$ cat src/design/wwht_pkg.sv
// shared constants and types for the weight hash table
`default_nettype none
package wwht_pkg;
  localparam int unsigned TableEntries = 16384;
  localparam int unsigned IdxW = $clog2(TableEntries);
  localparam int unsigned SizeW = 15;
  localparam logic [31:0] ZeroKeySubst = 32'hdeadbeef;
  localparam logic [31:0] WeightOne = 32'h0100_0000;
  localparam logic [31:0] PromoReset = 32'd20635976;
  localparam logic [31:0] DemoReset = 32'd13925089;
  localparam logic [SizeW-1:0] SizeReset = SizeW'(16384);

  typedef enum logic [1:0] {
    CfgPromo = 2'd0,
    CfgDemo  = 2'd1,
    CfgSize  = 2'd2
  } cfg_idx_e;

  typedef enum logic {
    KindLearn  = 1'b0,
    KindLookup = 1'b1
  } kind_e;
endpackage
`default_nettype wire

$ cat src/design/wwht_mod.sv
// iterative modulo: remainder of a 32-bit value by the table size, one bit a cycle
`default_nettype none
module wwht_mod (
  input  wire logic                     clk_i,
  input  wire logic                     rst_ni,
  input  wire logic                     go_i,
  input  wire logic [31:0]              num_i,
  input  wire logic [wwht_pkg::SizeW-1:0] den_i,
  output logic                          done_o,
  output logic [wwht_pkg::SizeW-1:0]    rem_o
);
  import wwht_pkg::*;

  logic [31:0] num_q, num_d;
  logic [SizeW:0] rem_q, rem_d;
  logic [5:0] cnt_q, cnt_d;
  logic busy_q, busy_d;
  logic done_q, done_d;
  logic [SizeW:0] trial;

  always_comb begin
    num_d = num_q;
    rem_d = rem_q;
    cnt_d = cnt_q;
    busy_d = busy_q;
    done_d = 1'b0;
    trial = {rem_q[SizeW-1:0], num_q[31]};
    if (go_i) begin
      num_d = num_i;
      rem_d = '0;
      cnt_d = 6'd32;
      busy_d = 1'b1;
    end else if (busy_q) begin
      num_d = {num_q[30:0], 1'b0};
      if (trial >= {1'b0, den_i}) begin
        rem_d = trial - {1'b0, den_i};
      end else begin
        rem_d = trial;
      end
      cnt_d = cnt_q - 6'd1;
      if (cnt_q == 6'd1) begin
        busy_d = 1'b0;
        done_d = 1'b1;
      end
    end
  end

  always_ff @(posedge clk_i or negedge rst_ni) begin
    if (!rst_ni) begin
      busy_q <= 1'b0;
      done_q <= 1'b0;
      cnt_q <= '0;
    end else begin
      busy_q <= busy_d;
      done_q <= done_d;
      cnt_q <= cnt_d;
    end
  end

  always_ff @(posedge clk_i) begin
    num_q <= num_d;
    rem_q <= rem_d;
  end

  assign done_o = done_q;
  assign rem_o = rem_q[SizeW-1:0];
endmodule
`default_nettype wire
$ cat config.mk
export PLATFORM = sky130hd
export DESIGN_NAME = wwht_mod
export DESIGN_NICKNAME = d
export VERILOG_FILES = /design/src/design/wwht_pkg.sv /design/src/design/wwht_mod.sv
export SDC_FILE = /design/constraint.sdc
export NUM_CORES = 1
export LEC_CHECK = 0
export BUFFER_PORTS_ARGS = -buffer_cell sky130_fd_sc_hd__buf_4
export CORE_MARGIN = 5
export CORE_UTILIZATION = 35
export CTS_BUF_LIST = sky130_fd_sc_hd__clkbuf_2 sky130_fd_sc_hd__clkbuf_4 sky130_fd_sc_hd__clkbuf_8
export DETAILED_ROUTE_END_ITERATION = 12
export PLACE_DENSITY = 0.62
export REMOVE_ABC_BUFFERS = 1
export SLEW_MARGIN = 40
export SYNTH_ARGS = -nofsm -noshare
export SYNTH_HDL_FRONTEND = slang
export SYNTH_SLANG_ARGS = --single-unit
$ cat constraint.sdc
create_clock -name clk_i -period 2.4 [get_ports clk_i]
set_input_delay 0.12 -clock clk_i [delete_from_list [all_inputs] [get_ports clk_i]]
set_output_delay 0.12 -clock clk_i [all_outputs]
set_load 0.02 [all_outputs]
After elaboration in Yosys (flattened, before gate mapping). Cells that the tools add are included.

$add $sub $neg: 2. Magnitude comparators: 1. Equal/unequal tests: 1. Multiplexer cells: 11. Reductions and logical operators: 1.

Operator list (number): $mux 32 (2); $ge 16x15->1 (1); $mux 15 (1); $sub 15x15->15 (1); $mux 6 (2); $eq 6x1->1 const B (1); $mux 1 (6); $sub 6x1->6 const B (1); $reduce_bool 2->1 (1).

Register bits: 55. Input bits: 50. Output and inout bits: 16.

Logic depth before layout (Yosys ltp). Gate-level depths: netlist of run 1.

Word-level depth: 4. Gate-level depth with buffers: 11.

Worst setup path before layout of run 1. No wires, ideal clock.

Path type: reg2reg. From: reg rem_q[0]. To: reg rem_q[0]. Library setup time: 79 ps. Arrival time: 2234 ps. Data required time: 2321 ps. Path slack: 86 ps. Stages on the path, launching flop included: 10. Path through: dfxtp_1 inv_1 fa_1 nand2b_1 a21oi_2 a211oi_4 a2bb2oi_2 nand2_4 mux2_4 a211oi_2.

Cells in the longest elaborated chain, start to end: 2.

RTL lines: start, declared (RTL line wwht_mod.sv:15) `logic [SizeW:0] rem_q, rem_d;`; start signal, assigned (RTL line wwht_mod.sv:62) `rem_q <= rem_d;`; $ge 16x15->1 (RTL line wwht_mod.sv:35) `if (trial >= {1'b0, den_i}) begin`; $mux 15 (RTL line wwht_mod.sv:35).

Every way passes these cells. A chain may end at the register's enable or synchronous reset.

Final worst setup path of run 1.
From: reg num_q[31]. To: reg rem_q[4].

Cells in the longest elaborated chain, start to end: 2. Elaborated cells on any way between the ends: 3.

RTL lines: start, declared (RTL line wwht_mod.sv:14) `logic [31:0] num_q, num_d;`; start signal, assigned (RTL line wwht_mod.sv:61) `num_q <= num_d;`; $sub 15x15->15 / $ge 16x15->1 (equally long branches) (RTL line wwht_mod.sv:36, wwht_mod.sv:35); $mux 15 (*) (RTL line wwht_mod.sv:35).

Mark *: on every way between the ends. The rest lies on a longest branch, timed or not.

==> results.toml, run 1 <==
[run_status]
status = "finished, final reports clean"

[sta]
fmax_ghz = 0.4348
relSlewSlack_pct = 58.35
fin_crit_ps = 2300
postLayoutSetupSlackWorst_ps = 99.96
fin_crit_sh_pct = 95.83
worst_pin_slew_ps = 616.0
finalHoldViolations = 0
clock-skew-final_ps = 6.968
whs_ps = 93.39
drv_slew = 0
setup_viol = 0

[power_and_ir_drop]
powerDensity_mw_per_mm2 = 765.4
comb_power_share_pct = 39.5
p_sw_share_pct = 34.39
power_frac_clock_pct = 18.6
leakage_nw = 1.700
p_switching_mw = 1.063
p_int_mw = 2.028
peakVddDrop_mv = 0.2558
total_power_mw = 3.091
seqPwrFrac_pct = 41.9

[finish]
fin_nets = 432
final_common_cell = "buf_4"
area_growth_pct = 25.02
drive_gt1_share_pct = 37.53
final_cell_mix = "74 x buf_4, 32 x edfxtp_1, 31 x mux2_2"
fin_util_pct = 44.34
final_cells = 476
fillers = 869
diodes = 0

[worst_setup_path]
required_ps = 2630
crit_family = "compound AO/OA/AOI/OAI gates"
rr_worst_depth = 11
crit_arrival_ps = 2530
worstPathCellList = "inv_2 > ha_2 > fa_2 > nand2b_4 > a21oi_2 > a211oi_4 > a2bb2oi_2 > nand2_4 > buf_12 > mux2i_2 > a211oi_1"
critical_path_buf_inv_count = 2
crit_fanout = 13
r2r_end = "rem_q[4]"
critPathCaptureType = "flop"
crit_path_start_kind = "flop"
crit_end = "rem_q[4]"
critPathKind = "reg2reg"
slowest_stage = "edfxtp_1"
slowest_delay_ps = 400
r2r_slack_ps = 100
worstSetupStartpoint = "num_q[31]"
r2r-start = "num_q[31]"
path_depth = 11

[route]
drt-total-wl_um = 6771
vias_per_cell = 4.958
dr.first_iter.drc_count = 102
ant_nets = 0
drc_errors = 0
drtPass1Iterations = 4
vias = 2360
routedWlPerCell_um = 14.22

[placement]
dp_slack_ps = 50.19
dp.cells = 465
port_buffers = 65
dp_hpwl_um = 4932
place_congestion = 0.7853

[synthesis]
syn_inst = 293
ys.flop_type = "edfxtp_1"
synth_cell_type_count = 53
synth_simple_gate_area_share_pct = 11.19
synth-xor-area-share_pct = 4.067
syn_area_per_cell_sq_um = 11.03
synth_top_family_by_area = "multiplexers"
synth_compound_area_share_pct = 13.17
seq_area_frac_synth_pct = 45.24
ys_warn_count = 0
synthArstFlopShare_pct = 14.55
synthAdderAreaFrac_pct = 7.204
synth_edf_count = 32
synthesis.area_sq_mm = 0.003231
synthMuxAreaShare_pct = 14.68
ys_seq_elements = 55

[floorplanning]
die_y_um = 106.1
die_area_sq_mm = 0.01125
dieWidth_um = 106.1
start_util_pct = 35.47
num_io_pins = 66
rows = 35
core_area_sq_mm = 0.009109

[grt]
grt_pass1_wl_um = 11300
antenna_found_initial = 0
grt_overflow = 0
grt_pass1_vias = 2429
grt_start_max_net_pins = 36
grt_usage_pct = 12.12

[min_path]
whs_path_depth = 2
hold_class = "in2reg"

[clock_tree]
cts_buffer_depth = 2
clock-root-buffer = "clkbuf_8"
cts.sinks = 55
clk_latency_ps = 310
htreeDepth = 2
path_clk_slew_ps = 100
cts_tree = "built"
cts_buffers = 5

[flow_run]
maxCapViolCount = 0
-- metrics by stage --
stage,setup TNS (ps),area (sq um)
after floorplan,0,3173
after global placement,0,3872
after detailed placement,0,3872
after CTS,0,3985
after global routing,-42.17,4039
final,0,4039
-- cell families after synthesis --
| group | Yosys count |
|---|---|
| AOI/OAI and AO/OA | 57 |
| xor gates and xnor gates | 15 |
| adders and majority gates | 18 |
| buffers and inverters | 35 |
| DFF | 55 |
| muxes | 43 |
| and+or+nand+nor | 70 |
-- worst register-to-register path, stage by stage (launching register included) --
cell and delay, ps:
edfxtp_1 400, inv_2 70, ha_2 170, fa_2 200
nand2b_4 130, a21oi_2 70, a211oi_4 300, a2bb2oi_2 240
nand2_4 100, buf_12 170, mux2i_2 150, a211oi_1 220
-- timing repair --
action | 4_1_cts | 5_1_grt
hold buffers | 1 | 0
setup buffers | 0 | 2
hold endpoints to repair | 8 | 0
resized for setup | 0 | 10
endpoints found under the setup margin | 0 | 13
-- flip-flops by register name, indices dropped and copies added, names as in the netlist --
signal	count
cnt_q	6
done_o	1
rem_q	15
num_q	32
busy_q	1
-- synthesized netlist by cell type (2+ instances only) --
master / number / area share, %
o21ai_1: 2 / 0.31
edfxtp_1: 32 / 30
mux2i_1: 11 / 3.4
xor2_1: 6 / 1.6
and4b_1: 2 / 0.62
a211oi_1: 12 / 2.8
nand4_1: 2 / 0.39
dfrtp_1: 8 / 6.2
o21ai_0: 8 / 1.2
inv_1: 23 / 2.7
ha_1: 17 / 6.6
clkbuf_1: 8 / 0.93
a21oi_1: 14 / 2.2
nor3_1: 2 / 0.31
o211ai_1: 2 / 0.46
dfxtp_1: 15 / 9.3
and2_1: 3 / 0.58
xnor2_1: 9 / 2.4
a21oi_2: 2 / 0.54
nor2_1: 26 / 3.0
buf_1: 2 / 0.23
o21bai_1: 4 / 0.93
nand3_1: 6 / 0.93
nand3b_1: 2 / 0.46
nand2_1: 15 / 1.7
mux2_2: 31 / 11
nand2b_1: 3 / 0.58
-- area by class of cell --
| type | instances | area [sq um] | share of cell area [%] |
|---|---|---|---|
| inverter | 23 | 86.33 | 2.138 |
| multi-input combinational | 203 | 1664 | 41.20 |
| tap | 111 | 138.9 | 3.439 |
| clock inverter | 2 | 20.02 | 0.4957 |
| timing repair buffer | 76 | 585.6 | 14.50 |
| sequential | 55 | 1461 | 36.18 |
| clock buffer | 6 | 82.58 | 2.045 |
-- metal layers --
| metal | GRT usage [%] | part of all wire, % |
|---|---|---|
| met1 | 15.26 | 45 |
| met2 | 20.45 | 48 |
| met3 | 4.068 | 6.5 |
| met4 | 2.220 | 0.58 |
| met5 | 0 | 0 |
-- power by group through the flow --
stage | Sequential [mW] | Combinational (mW) | Clock (mW)
2_1_floorplan | 1.37 | 0.750 | 0
3_3_place_gp | 1.31 | 1.16 | 0
3_5_place_dp | 1.32 | 1.18 | 0
4_1_cts | 1.30 | 1.18 | 0.605
5_1_grt | 1.32 | 1.35 | 0.637
6_report | 1.30 | 1.22 | 0.574
-- worst min-delay path by stage --
stage,start,to,slack (ps)
after floorplan,rst_ni,busy_q,-180
after global placement,rst_ni,done_o,-60
after detailed placement,rst_ni,done_o,-60
after CTS,num_i[0],num_q[0],80
after global routing,num_i[0],num_q[0],70
final,num_i[0],num_q[0],90
No activity file was read; power rests on OpenSTA's default activity.
==> inputs of run 2 (changes only) <==
--- a/config.mk
+++ b/config.mk
@@ -11,7 +11,6 @@
 export CTS_BUF_LIST = sky130_fd_sc_hd__clkbuf_2 sky130_fd_sc_hd__clkbuf_4 sky130_fd_sc_hd__clkbuf_8
 export DETAILED_ROUTE_END_ITERATION = 12
 export PLACE_DENSITY = 0.62
-export REMOVE_ABC_BUFFERS = 1
 export SLEW_MARGIN = 40
 export SYNTH_ARGS = -nofsm -noshare
 export SYNTH_HDL_FRONTEND = slang
==> run 2 against run 1 <==
Design area grew 1.1%. Worst setup slack better by 1.8 ps. Register-to-register slack hardly changed. Combinational power about the same. Total power decreased by 0.49%. Largest cell class unchanged.
==> results.toml, run 2 (synthesis gave the netlist of run 1 again) <==
[synthesis]
syn_nets = 361

[sta]
fin_crit_sh_pct = 95.76
clock-skew-final_ps = 8.961
fin_setup_tns_ps = 0
fin_crit_ps = 2298
relSlewSlack_pct = 59.31
postLayoutSetupSlackWorst_ps = 101.7
drv_slew = 0
fmax_ghz = 0.4351
worst_pin_slew_ps = 601.9
finalHoldViolations = 0
setup_viol = 0
grt_setup_unrepaired = "true"

[power_and_ir_drop]
peakVddDrop_mv = 0.2814
p_int_mw = 2.015
total_power_mw = 3.076
power_frac_clock_pct = 17.9
p_switching_mw = 1.062
p_sw_share_pct = 34.51
seqPwrFrac_pct = 42.1
comb_power_share_pct = 40.0
leakage_nw = 1.716
powerDensity_mw_per_mm2 = 753.5

[clock_tree]
path_clk_slew_ps = 110
cts.sinks = 55
htreeDepth = 2
cts_tree = "built"
cts_buffers = 5
cts_buffer_depth = 2
clk_latency_ps = 310
clock-root-buffer = "clkbuf_8"

[placement]
dp_hpwl_um = 4967
place_congestion = 0.8369
dp_slack_ps = -5.725
placed_area_sq_mm = 0.003887
port_buffers = 65

[worst_setup_path]
crit_arrival_ps = 2530
critPathCaptureType = "flop"
r2r-start = "num_q[31]"
critPathKind = "reg2reg"
crit_family = "compound AO/OA/AOI/OAI gates"
crit_fanout = 8
required_ps = 2630
critical_path_buf_inv_count = 2
slowest_stage = "fa_2"
r2r_slack_ps = 100
r2r_end = "rem_q[11]"
path_depth = 11
worstPathCellList = "inv_2 > ha_4 > fa_2 > nand2b_4 > a21oi_2 > a211oi_4 > a2bb2oi_4 > nand2_4 > buf_12 > o211ai_1 > a311oi_2"
slowest_delay_ps = 400
crit_path_start_kind = "flop"
rr_worst_depth = 11

[grt]
grt_pass1_wl_um = 11180
grt_overflow = 0
grt_pass1_vias = 2369
grt_usage_pct = 12.13
grt_start_max_net_pins = 42
antenna_found_initial = 0

[min_path]
whs_path_depth = 2
hold_class = "in2reg"
holdPathEnd = "num_q[0]"
hold_start = "num_i[0]"

[floorplanning]
dieWidth_um = 106.1
start_util_pct = 35.47
die_area_sq_mm = 0.01125
rows = 35
num_io_pins = 66
die_y_um = 106.1
core_area_sq_mm = 0.009109

[finish]
diodes = 0
largest_register_ffs = 32
final_cell_area_sq_mm = 0.004083
final_cell_mix = "76 x buf_4, 32 x edfxtp_1, 31 x mux2_2"
fin_nets = 435
top_regs = "num_q (32), rem_q (15), cnt_q (6)"
area_growth_pct = 26.38
fin_util_pct = 44.82
drive_gt1_share_pct = 38.59
fillers = 873
final_common_cell = "buf_4"
top_register = "num_q"

[run_status]
status = "finished, final reports clean"

[route]
wl_met1_um = 3070
highest_layer = "met4"
drc_errors = 0
dr.first_iter.drc_count = 74
drtPass1Iterations = 4
routedWlPerCell_um = 14.02
wl_met3_um = 203
vias_per_cell = 4.850
drt-total-wl_um = 6717
wl_met2_um = 3388
ant_nets = 0
vias = 2323

[flow_run]
maxCapViolCount = 0
-- run 2: worst max-delay path by stage --
stage | start | to | slack (ps)
floorplan | rem_q[0] | rem_q[0] | 90
global placement | num_q[31] | rem_q[0] | 90
detailed placement | num_q[31] | rem_q[5] | -6
CTS | num_q[31] | rem_q[11] | 5
global route | num_q[31] | rem_q[10] | -40
finish | num_q[31] | rem_q[11] | 100
-- run 2: power groups by stage --
| stage | Combinational (mW) | Sequential (mW) | Clock [mW] |
|---|---|---|---|
| floorplan | 0.793 | 1.35 | 0 |
| detailed placement | 1.18 | 1.32 | 0 |
| finish | 1.23 | 1.30 | 0.550 |
| global route | 1.37 | 1.32 | 0.622 |
| global placement | 1.17 | 1.31 | 0 |
| CTS | 1.19 | 1.30 | 0.582 |
-- run 2: routing by layer --
layer  up-vias  global-route usage [%]
met4         0                   3.330
li1       1202                       -
met5         -                       0
met1      1090                   15.62
met3         2                   2.854
met2        29                   20.40
-- run 2: stage by stage --
step / hold slack, ps / instances
after floorplan: -175.6 / 293
after global placement: -54.43 / 467
after detailed placement: -52.22 / 467
after CTS: 68.87 / 476
after global routing: 54.29 / 479
final: 82.02 / 479
-- run 2: cell type report --
cell class / count / area, sq um / area share [%]
Tap cell: 111 / 138.9 / 3.402
Clock buffer: 5 / 68.82 / 1.686
Timing Repair Buffer: 79 / 611.8 / 14.99
Inverter: 23 / 86.33 / 2.115
Clock inverter: 3 / 25.02 / 0.6129
Multi-Input combinational cell: 203 / 1690 / 41.40
Sequential cell: 55 / 1461 / 35.80
-- run 2: timing repair --
item                                    in CTS  in global routing
hold buffers                                 1                  0
setup buffers                                0                  3
gates resized for setup                      0                 15
pin swaps                                    2                 13
hold endpoints to repair                     8                  0
endpoints found under the setup margin      10                 14
